$ cat src/rrs_pkg.sv
// Package for the RIP-relative reference scanner.
// Holds word types, register indexes, opcode constants and the start test.
// No dependencies.
`default_nettype none

package rrs_pkg;

    // Configuration register indexes
    localparam int CFG_IDX_W = 2;
    localparam logic [CFG_IDX_W-1:0] REG_SECTION_BASE = 2'd0;
    localparam logic [CFG_IDX_W-1:0] REG_REF_LIMIT    = 2'd1;

    // Result word kinds
    localparam logic KIND_REFERENCE = 1'b0;
    localparam logic KIND_SUMMARY   = 1'b1;

    // Opcode and ModR/M constants
    localparam logic [7:0] OP_GROUP5     = 8'hFF;
    localparam logic [7:0] MODRM_CALL    = 8'h15;
    localparam logic [7:0] MODRM_JMP     = 8'h25;
    localparam logic [7:0] REX_W_LO      = 8'h48;
    localparam logic [7:0] REX_W_HI      = 8'h4F;
    localparam logic [7:0] MODRM_MASK    = 8'hC7;
    localparam logic [7:0] MODRM_RIP     = 8'h05;
    localparam logic [7:0] OP_MOV_LOAD   = 8'h8B;
    localparam logic [7:0] OP_LEA        = 8'h8D;
    localparam logic [7:0] OP_CMP        = 8'h3B;
    localparam logic [7:0] OP_TEST       = 8'h85;
    localparam logic [7:0] OP_XOR        = 8'h30;
    localparam logic [7:0] OP_MOV_STORE8 = 8'h88;
    localparam logic [7:0] OP_MOV_STORE  = 8'h89;
    localparam logic [7:0] OP_MOV_LOAD8  = 8'h8A;
    localparam logic [7:0] OP_CMP8       = 8'h3A;
    localparam logic [7:0] OP_TEST8      = 8'h84;

    // ALU groups: six opcodes from each of these
    localparam logic [7:0] OP_ADD         = 8'h00;
    localparam logic [7:0] OP_OR          = 8'h08;
    localparam logic [7:0] OP_AND         = 8'h20;
    localparam logic [7:0] OP_SUB         = 8'h28;
    localparam logic [7:0] ALU_GROUP_SIZE = 8'd6;

    // Output queue depth; two free slots are needed to take a byte
    localparam int OUTQ_DEPTH = 4;
    localparam int OUTQ_PTR_W = 2;

    typedef struct packed {
        logic [7:0] code_byte;
        logic       last_byte;
    } t_in_word;

    typedef struct packed {
        logic               item_kind;
        logic [63:0]        site_address;
        logic signed [31:0] displacement;
        logic               data_ref;
        logic [15:0]        reference_total;
    } t_out_word;

    // Up to two result words per byte; v1 only with v0
    typedef struct packed {
        logic      v0;
        logic      v1;
        t_out_word w0;
        t_out_word w1;
    } t_push;

    // Outcome of one start test and the scan state it leaves
    typedef struct packed {
        logic        hit;
        logic        data;
        logic [31:0] disp;
        logic [2:0]  skip;
        logic [15:0] refs;
        logic        lim;
    } t_test_res;

    function automatic logic alu_group_hit(input logic [7:0] op, input logic [7:0] group);
        logic [7:0] diff;
        diff = op - group;
        return diff < ALU_GROUP_SIZE;
    endfunction

    function automatic logic listed_opcode(input logic [7:0] op);
        return (op == OP_MOV_STORE8) || (op == OP_MOV_STORE) || (op == OP_MOV_LOAD8) ||
               (op == OP_MOV_LOAD) || (op == OP_LEA) || (op == OP_CMP8) || (op == OP_CMP) ||
               (op == OP_TEST8) || (op == OP_TEST) ||
               alu_group_hit(op, OP_ADD) || alu_group_hit(op, OP_OR) ||
               alu_group_hit(op, OP_AND) || alu_group_hit(op, OP_SUB) ||
               alu_group_hit(op, OP_XOR);
    endfunction

    // Test the start at w[0]; full means seven section bytes are present,
    // otherwise six.
    function automatic t_test_res test_start(
        input logic [6:0][7:0] w,
        input logic            full,
        input logic            lim,
        input logic [15:0]     refs,
        input logic [15:0]     limit,
        input logic [2:0]      skip
    );
        t_test_res  res;
        logic       ff_hit;
        logic       pre;
        logic [7:0] op;
        logic [7:0] modrm;
        logic       mod_hit;
        logic [15:0] refs_inc;

        res.hit  = 1'b0;
        res.data = 1'b0;
        res.disp = '0;
        res.skip = skip;
        res.refs = refs;
        res.lim  = lim;

        ff_hit   = (w[0] == OP_GROUP5) && ((w[1] == MODRM_CALL) || (w[1] == MODRM_JMP));
        pre      = (w[0] >= REX_W_LO) && (w[0] <= REX_W_HI);
        op       = pre ? w[1] : w[0];
        modrm    = pre ? w[2] : w[1];
        mod_hit  = ((modrm & MODRM_MASK) == MODRM_RIP) && listed_opcode(op) && (!pre || full);
        refs_inc = refs + 16'd1;

        if (lim || (refs >= limit)) begin
            res.lim = 1'b1;
        end else if (skip != 3'd0) begin
            res.skip = skip - 3'd1;
        end else if (ff_hit) begin
            res.hit  = 1'b1;
            res.disp = {w[5], w[4], w[3], w[2]};
            res.skip = 3'd5;
            res.refs = refs_inc;
            res.lim  = (refs_inc >= limit);
        end else if (mod_hit) begin
            res.hit  = 1'b1;
            res.data = (op != OP_LEA);
            res.disp = pre ? {w[6], w[5], w[4], w[3]} : {w[5], w[4], w[3], w[2]};
            res.skip = pre ? 3'd6 : 3'd5;
            res.refs = refs_inc;
            res.lim  = (refs_inc >= limit);
        end
        return res;
    endfunction

endpackage

`default_nettype wire

$ cat src/rrs_scan.sv
// Scan core: byte window, position, skip and limit state, start tests.
// Depends on rrs_pkg.
`default_nettype none

module rrs_scan #(
    parameter int POSITION_WIDTH = 32
) (
    input  wire                    i_clk,
    input  wire                    i_rst_n,
    input  wire                    i_adv,
    input  wire rrs_pkg::t_in_word i_word,
    input  wire [63:0]             i_base,
    input  wire [15:0]             i_limit,
    output rrs_pkg::t_push         o_push
);
    import rrs_pkg::*;

    logic [6:0][7:0]            r_win;
    logic [6:0][7:0]            n_win;
    logic [2:0]                 r_fill;
    logic [2:0]                 n_fill;
    logic [POSITION_WIDTH-1:0]  r_pos;
    logic [2:0]                 r_skip;
    logic [15:0]                r_refs;
    logic                       r_lim;

    logic                       en1;
    logic                       en2;
    logic [6:0][7:0]            win2;
    t_test_res                  t1;
    t_test_res                  t2;
    t_test_res                  st0;
    t_test_res                  st1;
    t_test_res                  st2;
    logic [POSITION_WIDTH-1:0]  off1;
    logic [POSITION_WIDTH-1:0]  off2;
    t_out_word                  ref1;
    t_out_word                  ref2;
    t_out_word                  summ;

    assign n_win  = {i_word.code_byte, r_win[6:1]};
    assign n_fill = (r_fill == 3'd7) ? 3'd7 : r_fill + 3'd1;
    assign en1    = (n_fill == 3'd7);
    assign en2    = i_word.last_byte && (n_fill >= 3'd6);
    assign win2   = {8'h00, n_win[6:1]};
    assign off1   = r_pos - POSITION_WIDTH'(6);
    assign off2   = r_pos - POSITION_WIDTH'(5);

    always_comb begin
        st0.hit  = 1'b0;
        st0.data = 1'b0;
        st0.disp = '0;
        st0.skip = r_skip;
        st0.refs = r_refs;
        st0.lim  = r_lim;
        t1  = test_start(n_win, 1'b1, st0.lim, st0.refs, i_limit, st0.skip);
        st1 = en1 ? t1 : st0;
        t2  = test_start(win2, 1'b0, st1.lim, st1.refs, i_limit, st1.skip);
        st2 = en2 ? t2 : st1;
    end

    always_comb begin
        ref1.item_kind       = KIND_REFERENCE;
        ref1.site_address    = i_base + 64'(off1);
        ref1.displacement    = signed'(t1.disp);
        ref1.data_ref        = t1.data;
        ref1.reference_total = '0;

        ref2.item_kind       = KIND_REFERENCE;
        ref2.site_address    = i_base + 64'(off2);
        ref2.displacement    = signed'(t2.disp);
        ref2.data_ref        = t2.data;
        ref2.reference_total = '0;

        summ.item_kind       = KIND_SUMMARY;
        summ.site_address    = '0;
        summ.displacement    = '0;
        summ.data_ref        = 1'b0;
        summ.reference_total = st2.refs;
    end

    // A hit skips at least five starts, so the two tests never both hit.
    always_comb begin
        logic h1;
        logic h2;
        h1 = en1 && t1.hit;
        h2 = en2 && t2.hit;
        o_push.v0 = i_adv && (h1 || h2 || i_word.last_byte);
        o_push.v1 = i_adv && (h1 || h2) && i_word.last_byte;
        o_push.w0 = h1 ? ref1 : (h2 ? ref2 : summ);
        o_push.w1 = summ;
    end

    always_ff @(posedge i_clk) begin
        if (i_adv) begin
            r_win <= n_win;
        end
    end

    always_ff @(posedge i_clk) begin
        if (!i_rst_n) begin
            r_fill <= '0;
            r_pos  <= '0;
            r_skip <= '0;
            r_refs <= '0;
            r_lim  <= 1'b0;
        end else if (i_adv) begin
            if (i_word.last_byte) begin
                r_fill <= '0;
                r_pos  <= '0;
                r_skip <= '0;
                r_refs <= '0;
                r_lim  <= 1'b0;
            end else begin
                r_fill <= n_fill;
                r_pos  <= r_pos + POSITION_WIDTH'(1);
                r_skip <= st2.skip;
                r_refs <= st2.refs;
                r_lim  <= st2.lim;
            end
        end
    end

endmodule

`default_nettype wire

$ cat src/rrs_outq.sv
// Result queue: takes up to two result words per cycle, hands out one.
// Depends on rrs_pkg.
`default_nettype none

module rrs_outq (
    input  wire                 i_clk,
    input  wire                 i_rst_n,
    input  wire rrs_pkg::t_push i_push,
    output logic                o_room,
    output logic                o_valid,
    input  wire                 i_ready,
    output rrs_pkg::t_out_word  o_word
);
    import rrs_pkg::*;

    t_out_word             r_mem [OUTQ_DEPTH];
    logic [OUTQ_PTR_W-1:0] r_wr;
    logic [OUTQ_PTR_W-1:0] r_rd;
    logic [OUTQ_PTR_W:0]   r_cnt;
    logic                  pop;
    logic [OUTQ_PTR_W:0]   n_cnt;

    assign o_valid = (r_cnt != '0);
    assign o_word  = r_mem[r_rd];
    assign pop     = o_valid && i_ready;
    assign o_room  = (r_cnt <= (OUTQ_PTR_W+1)'(OUTQ_DEPTH - 2));
    assign n_cnt   = r_cnt + (OUTQ_PTR_W+1)'(i_push.v0) + (OUTQ_PTR_W+1)'(i_push.v1)
                   - (OUTQ_PTR_W+1)'(pop);

    always_ff @(posedge i_clk) begin
        if (i_push.v0) begin
            r_mem[r_wr] <= i_push.w0;
        end
        if (i_push.v1) begin
            r_mem[r_wr + OUTQ_PTR_W'(1)] <= i_push.w1;
        end
    end

    always_ff @(posedge i_clk) begin
        if (!i_rst_n) begin
            r_wr  <= '0;
            r_rd  <= '0;
            r_cnt <= '0;
        end else begin
            r_wr  <= r_wr + OUTQ_PTR_W'(i_push.v0) + OUTQ_PTR_W'(i_push.v1);
            r_rd  <= r_rd + OUTQ_PTR_W'(pop);
            r_cnt <= n_cnt;
        end
    end

endmodule

`default_nettype wire

$ cat src/rip_relative_reference_scanner_unit.sv
// Top level of the RIP-relative reference scanner.
// Depends on rrs_pkg, rrs_scan and rrs_outq.
//
// Usage:
//   Stream a code section into the input channel one byte per word, with
//   last_byte set on the final byte. An offset is tested as a possible
//   start once seven bytes from it have arrived; at the final byte the
//   offset six bytes from the end is tested too. A RIP-relative hit yields
//   a reference word; the final byte adds a summary word with the count.
//   Configure section_base_address (index 0) and reference_limit (index 1)
//   through the write port while the block is idle; unknown indexes drop.
// Timing:
//   Input words pass through one input register, the scan logic and a
//   four-entry result queue. A result word is written to the queue when
//   its byte leaves the input register. One byte is accepted per cycle
//   while the queue has room; a byte yields at most two result words, and
//   the input holds off while the queue has fewer than two free entries.
// Reset and stalls:
//   Synchronous reset clears the scan state and queue, sets the base to
//   zero and the limit to 65535. When the receiver stalls, results wait in
//   the queue and the next byte in the input register; the input stops
//   taking bytes once both are full, and nothing is lost.
`default_nettype none

module rip_relative_reference_scanner_unit #(
    parameter int POSITION_WIDTH = 32
) (
    input  wire                               i_clk,
    input  wire                               i_rst_n,
    input  wire                               i_in_valid,
    output logic                              o_in_ready,
    input  wire rrs_pkg::t_in_word            i_in_data,
    output logic                              o_out_valid,
    input  wire                               i_out_ready,
    output rrs_pkg::t_out_word                o_out_data,
    input  wire                               i_cfg_wr_en,
    input  wire [rrs_pkg::CFG_IDX_W-1:0]      i_cfg_idx,
    input  wire [63:0]                        i_cfg_wdata
);
    import rrs_pkg::*;

    logic [63:0] r_base;
    logic [15:0] r_limit;
    logic        r_in_vld;
    t_in_word    r_in_word;
    logic        adv;
    logic        room;
    logic        in_take;
    t_push       push;

    // Configuration registers; writes to unknown indexes drop
    always_ff @(posedge i_clk) begin
        if (!i_rst_n) begin
            r_base  <= '0;
            r_limit <= 16'hFFFF;
        end else if (i_cfg_wr_en) begin
            if (i_cfg_idx == REG_SECTION_BASE) begin
                r_base <= i_cfg_wdata;
            end
            if (i_cfg_idx == REG_REF_LIMIT) begin
                r_limit <= i_cfg_wdata[15:0];
            end
        end
    end

    // Advance the held byte once the queue has room for both possible words
    assign adv        = r_in_vld && room;
    assign o_in_ready = !r_in_vld || adv;
    assign in_take    = i_in_valid && o_in_ready;

    always_ff @(posedge i_clk) begin
        if (!i_rst_n) begin
            r_in_vld <= 1'b0;
        end else if (in_take) begin
            r_in_vld <= 1'b1;
        end else if (adv) begin
            r_in_vld <= 1'b0;
        end
    end

    always_ff @(posedge i_clk) begin
        if (in_take) begin
            r_in_word <= i_in_data;
        end
    end

    rrs_scan #(
        .POSITION_WIDTH(POSITION_WIDTH)
    ) u_scan (
        .i_clk   (i_clk),
        .i_rst_n (i_rst_n),
        .i_adv   (adv),
        .i_word  (r_in_word),
        .i_base  (r_base),
        .i_limit (r_limit),
        .o_push  (push)
    );

    rrs_outq u_outq (
        .i_clk   (i_clk),
        .i_rst_n (i_rst_n),
        .i_push  (push),
        .o_room  (room),
        .o_valid (o_out_valid),
        .i_ready (i_out_ready),
        .o_word  (o_out_data)
    );

endmodule

`default_nettype wire
$ cat config.mk
export PLATFORM = sky130hd
export DESIGN_NAME = rip_relative_reference_scanner_unit
export DESIGN_NICKNAME = d
export VERILOG_FILES = /design/src/rrs_pkg.sv /design/src/rrs_scan.sv /design/src/rrs_outq.sv /design/src/rip_relative_reference_scanner_unit.sv
export SDC_FILE = /design/constraint.sdc
export NUM_CORES = 2
export LEC_CHECK = 0
export ABC_AREA = 1
export BUFFER_PORTS_ARGS = -buffer_cell sky130_fd_sc_hd__buf_2
export CORE_UTILIZATION = 50
export CTS_CLUSTER_DIAMETER = 60
export CTS_CLUSTER_SIZE = 28
export DETAILED_ROUTE_END_ITERATION = 6
export PLACE_DENSITY = 0.69
export SYNTH_ARGS = -nofsm -noshare
export SYNTH_HDL_FRONTEND = slang
export SYNTH_SLANG_ARGS = --single-unit
$ cat constraint.sdc
create_clock -name i_clk -period 5.8 [get_ports i_clk]
set_clock_uncertainty 0.2 [all_clocks]
set_input_delay 0.29 -clock i_clk [delete_from_list [all_inputs] [get_ports i_clk]]
set_output_delay 0.29 -clock i_clk [all_outputs]
set_load 0.02 [all_outputs]
==> flow_metrics.py <==
metrics = {
    "placed_design": {
        "dp_hpwl_um": 88370,
        "dpl_worst_slack_ps": -121.7,
        "gp_congestion": 0.9844,
        "dpl.cell_count": 6444,
        "portBuffers": 195,
    },
    "grt": {
        "gr-usage-all-layers": 0.3304,
        "grt-ovfl-total": 0,
        "antenna_found_initial": 2,
        "grt_pass1_wl_um": 195600,
        "grt_max_degree": 157,
        "first_global_vias": 33850,
    },
    "sta": {
        "finalMaxSlewViolations": 0,
        "fin_crit_sh": 0.9781,
        "whs_ps": 71.89,
        "setup_viol": 0,
        "period_needed_ps": 5673,
        "rsz0062_at_grt": "true",
        "hold_viol": 0,
        "fmax_mhz": 176.3,
        "layout_setup_ws_ps": 127.1,
        "relSlewSlack": 0.2416,
        "worstMarginPinSlew_ps": 1123,
    },
    "detailed_routing": {
        "avgRoutedWirePerCell_um": 19.39,
        "drc_errors": 0,
        "drt_first_pass_iters": 6,
        "drt_iter0_drc": 3697,
        "wl_met2_um": 58480,
        "drt-total-wl_um": 128600,
        "top_layer_used": "met5",
        "viasPerCell": 5.602,
        "wl_met1_um": 55500,
        "ant_nets": 0,
        "met3_length_um": 10280,
        "num_vias": 37150,
    },
    "floorplan": {
        "ios": 196,
        "die_h_um": 275.6,
        "start_util": 0.5096,
        "row_count": 99,
        "coreArea_um2": 73450,
        "chipWidth_um": 275.6,
        "die_area_um2": 75960,
    },
    "power": {
        "p_total_mw": 13.33,
        "pwr_density_cell_nw_per_um2": 310.3,
        "p_leak_nw": 19.83,
        "ir_drop_mv": 0.3984,
    },
    "synth": {
        "ys_warn_count": 0,
        "netlist_area_um2": 37430,
        "yosysMostFrequentCell": "nand2_1",
        "synth_edf_count": 121,
        "async_reset_ff_frac": 0,
        "ys_top_cells_by_area": "dfxtp_1, nand2_1, edfxtp_1",
        "netlist_instances": 5396,
        "syn_nets": 5614,
        "synth_flop_cell": "dfxtp_1",
        "syn_area_per_cell_um2": 6.937,
        "synthDominantCellAreaShare": 0.2861,
        "synth_cell_type_count": 68,
        "synth_top_area_cell": "dfxtp_1",
        "ys_ff_latch": 656,
        "seq_area_frac_synth": 0.3832,
        "netlist_top_cells_count": "nand2_1, nor2_1, dfxtp_1",
    },
    "critical_path": {
        "cp.arrival_ps": 6050,
        "path_buf_inv": 5,
        "slowest_delay_ps": 530,
        "cp.required_ps": 6180,
        "critPathTopFamily": "simple AND/OR/NAND/NOR gates",
        "startpoint_type": "flip-flop",
        "cp-end-kind": "flip-flop",
        "worst_path_max_delay_cell": "fa_2",
        "cp_max_fo": 7,
        "crit_type": "reg2reg",
    },
    "clocking": {
        "cts_buffers": 50,
        "path_clk_slew_ps": 90,
        "clkLatencyLatePin_ps": 660,
        "ctsLongestPathBuffers": 3,
        "root_buffer": "clkbuf_16",
        "cts.sinks": 656,
        "cts_tree": "done",
        "htreeDepth": 2,
    },
    "layout": {
        "drive_gt1_frac": 0.1157,
        "layout.cells.non_filler": 6631,
        "nets": 5847,
        "syn2layout_area_growth_pct": 14.75,
        "post-route-util": 0.5848,
    },
    "outcome": {
        "status": "finished clean",
    },
    "min_path": {
        "min_path_type": "in2reg",
    },
    "run": {
        "cap_violations": 0,
    },
}
==> state kept, by name, summed over array words and instances (netlist names) <==
name and flops:
u_scan.r_skip 3, u_outq.r_rd 2, u_scan.r_refs 16, u_scan.r_lim 1, u_scan.n_win 48, r_in_vld 1, r_in_word 9, u_outq.r_cnt 3
u_scan.r_fill 3, u_outq.r_mem 456, u_outq.r_wr 2, u_scan.r_pos 32, r_limit 16, r_base 64
==> cell usage in the layout, fill, tap and decap left out, drive strengths merged, types with 5 or more instances in the layout <==
master / netlist / routed
o21a: 11 / 11
a31oi: 13 / 13
clkbuf: 188 / 55
o211ai: 47 / 47
xnor2: 27 / 27
nand3: 169 / 169
inv: 425 / 441
nor3: 54 / 54
ha: 133 / 133
xor2: 121 / 121
o21bai: 18 / 18
nand4: 53 / 53
buf: 65 / 358
or2: 10 / 10
nand2: 1677 / 1677
fa: 5 / 5
a21oi: 271 / 271
dlygate4sd3: 0 / 75
o22ai: 133 / 133
nand3b: 6 / 6
bufinv: 0 / 5
o21ai: 548 / 548
clkinv: 5 / 21
edfxtp: 121 / 121
nor4: 31 / 31
dfxtp: 535 / 535
nor2: 679 / 679
a22oi: 5 / 5
o31ai: 7 / 7
==> kinds of logic after synthesis <==
logic type,count (synthesis),synth area share
fa+ha+maj,138,0.04713
xor+xnor,148,0.03483
simple gates,2689,0.2910
compound gates,1082,0.1716
flops,656,0.3832
buf+inv,683,0.07226
==> path summary, 6_finish.rpt <==
kind / slack, ps / endpoint / cells after the start / from
setup / recovery: 130 / u_outq.r_cnt[1] / 36 / u_scan.n_win[7]
hold / removal: 70 / u_outq.r_rd[0] / 3 / i_rst_n
setup reg to reg: 130 / u_outq.r_cnt[1] / 36 / u_scan.n_win[7]
hold reg to reg: 250 / u_outq.r_mem[1][52] / 2 / u_outq.r_mem[1][52]
==> repair_timing <==
item,4_1_cts,5_1_grt
hold buffers,75,0
buffers inserted,2,14
hold endpoints to repair,89,0
pin swaps,1,16
cloned,0,1
setup endpoints to repair,2,192
resized for setup,2,50
==> area by class of cell <==
type	count	area, um2
fill	6963	30500
multi-input combinational	4057	20600
sequential	656	14350
timing repair buffer	434	3249
inverter	430	1629
clock buffer	54	1319
tap	959	1200
clock inverter	40	606.8
antenna	1	2.502
==> worst min-delay path, stage by stage <==
cell	delay, ps
buf_2	370
nand2_1	170
inv_1	40
==> power breakdown <==
group / internal [mW] / total, mW / switching [mW]
Combinational: 1.26 / 4.22 / 2.96
Clock: 1.98 / 4.01 / 2.03
Sequential: 4.90 / 5.10 / 0.198
==> metrics by stage <==
stage          area [um2]  TNS (ps)
2_1_floorplan       37430         0
3_3_place_gp        39920    -93.88
3_5_place_dp        39920    -205.7
4_1_cts             42620         0
5_1_grt             42950    -442.0
6_report            42960         0
==> per-layer routing <==
layer	up-vias	global-route usage
met3	213	0.04480
met1	17360	0.4487
met5	-	0
met4	2	0.1090
met2	1446	0.5394
li1	18130	-
No activity file was read; power rests on OpenSTA's default activity.
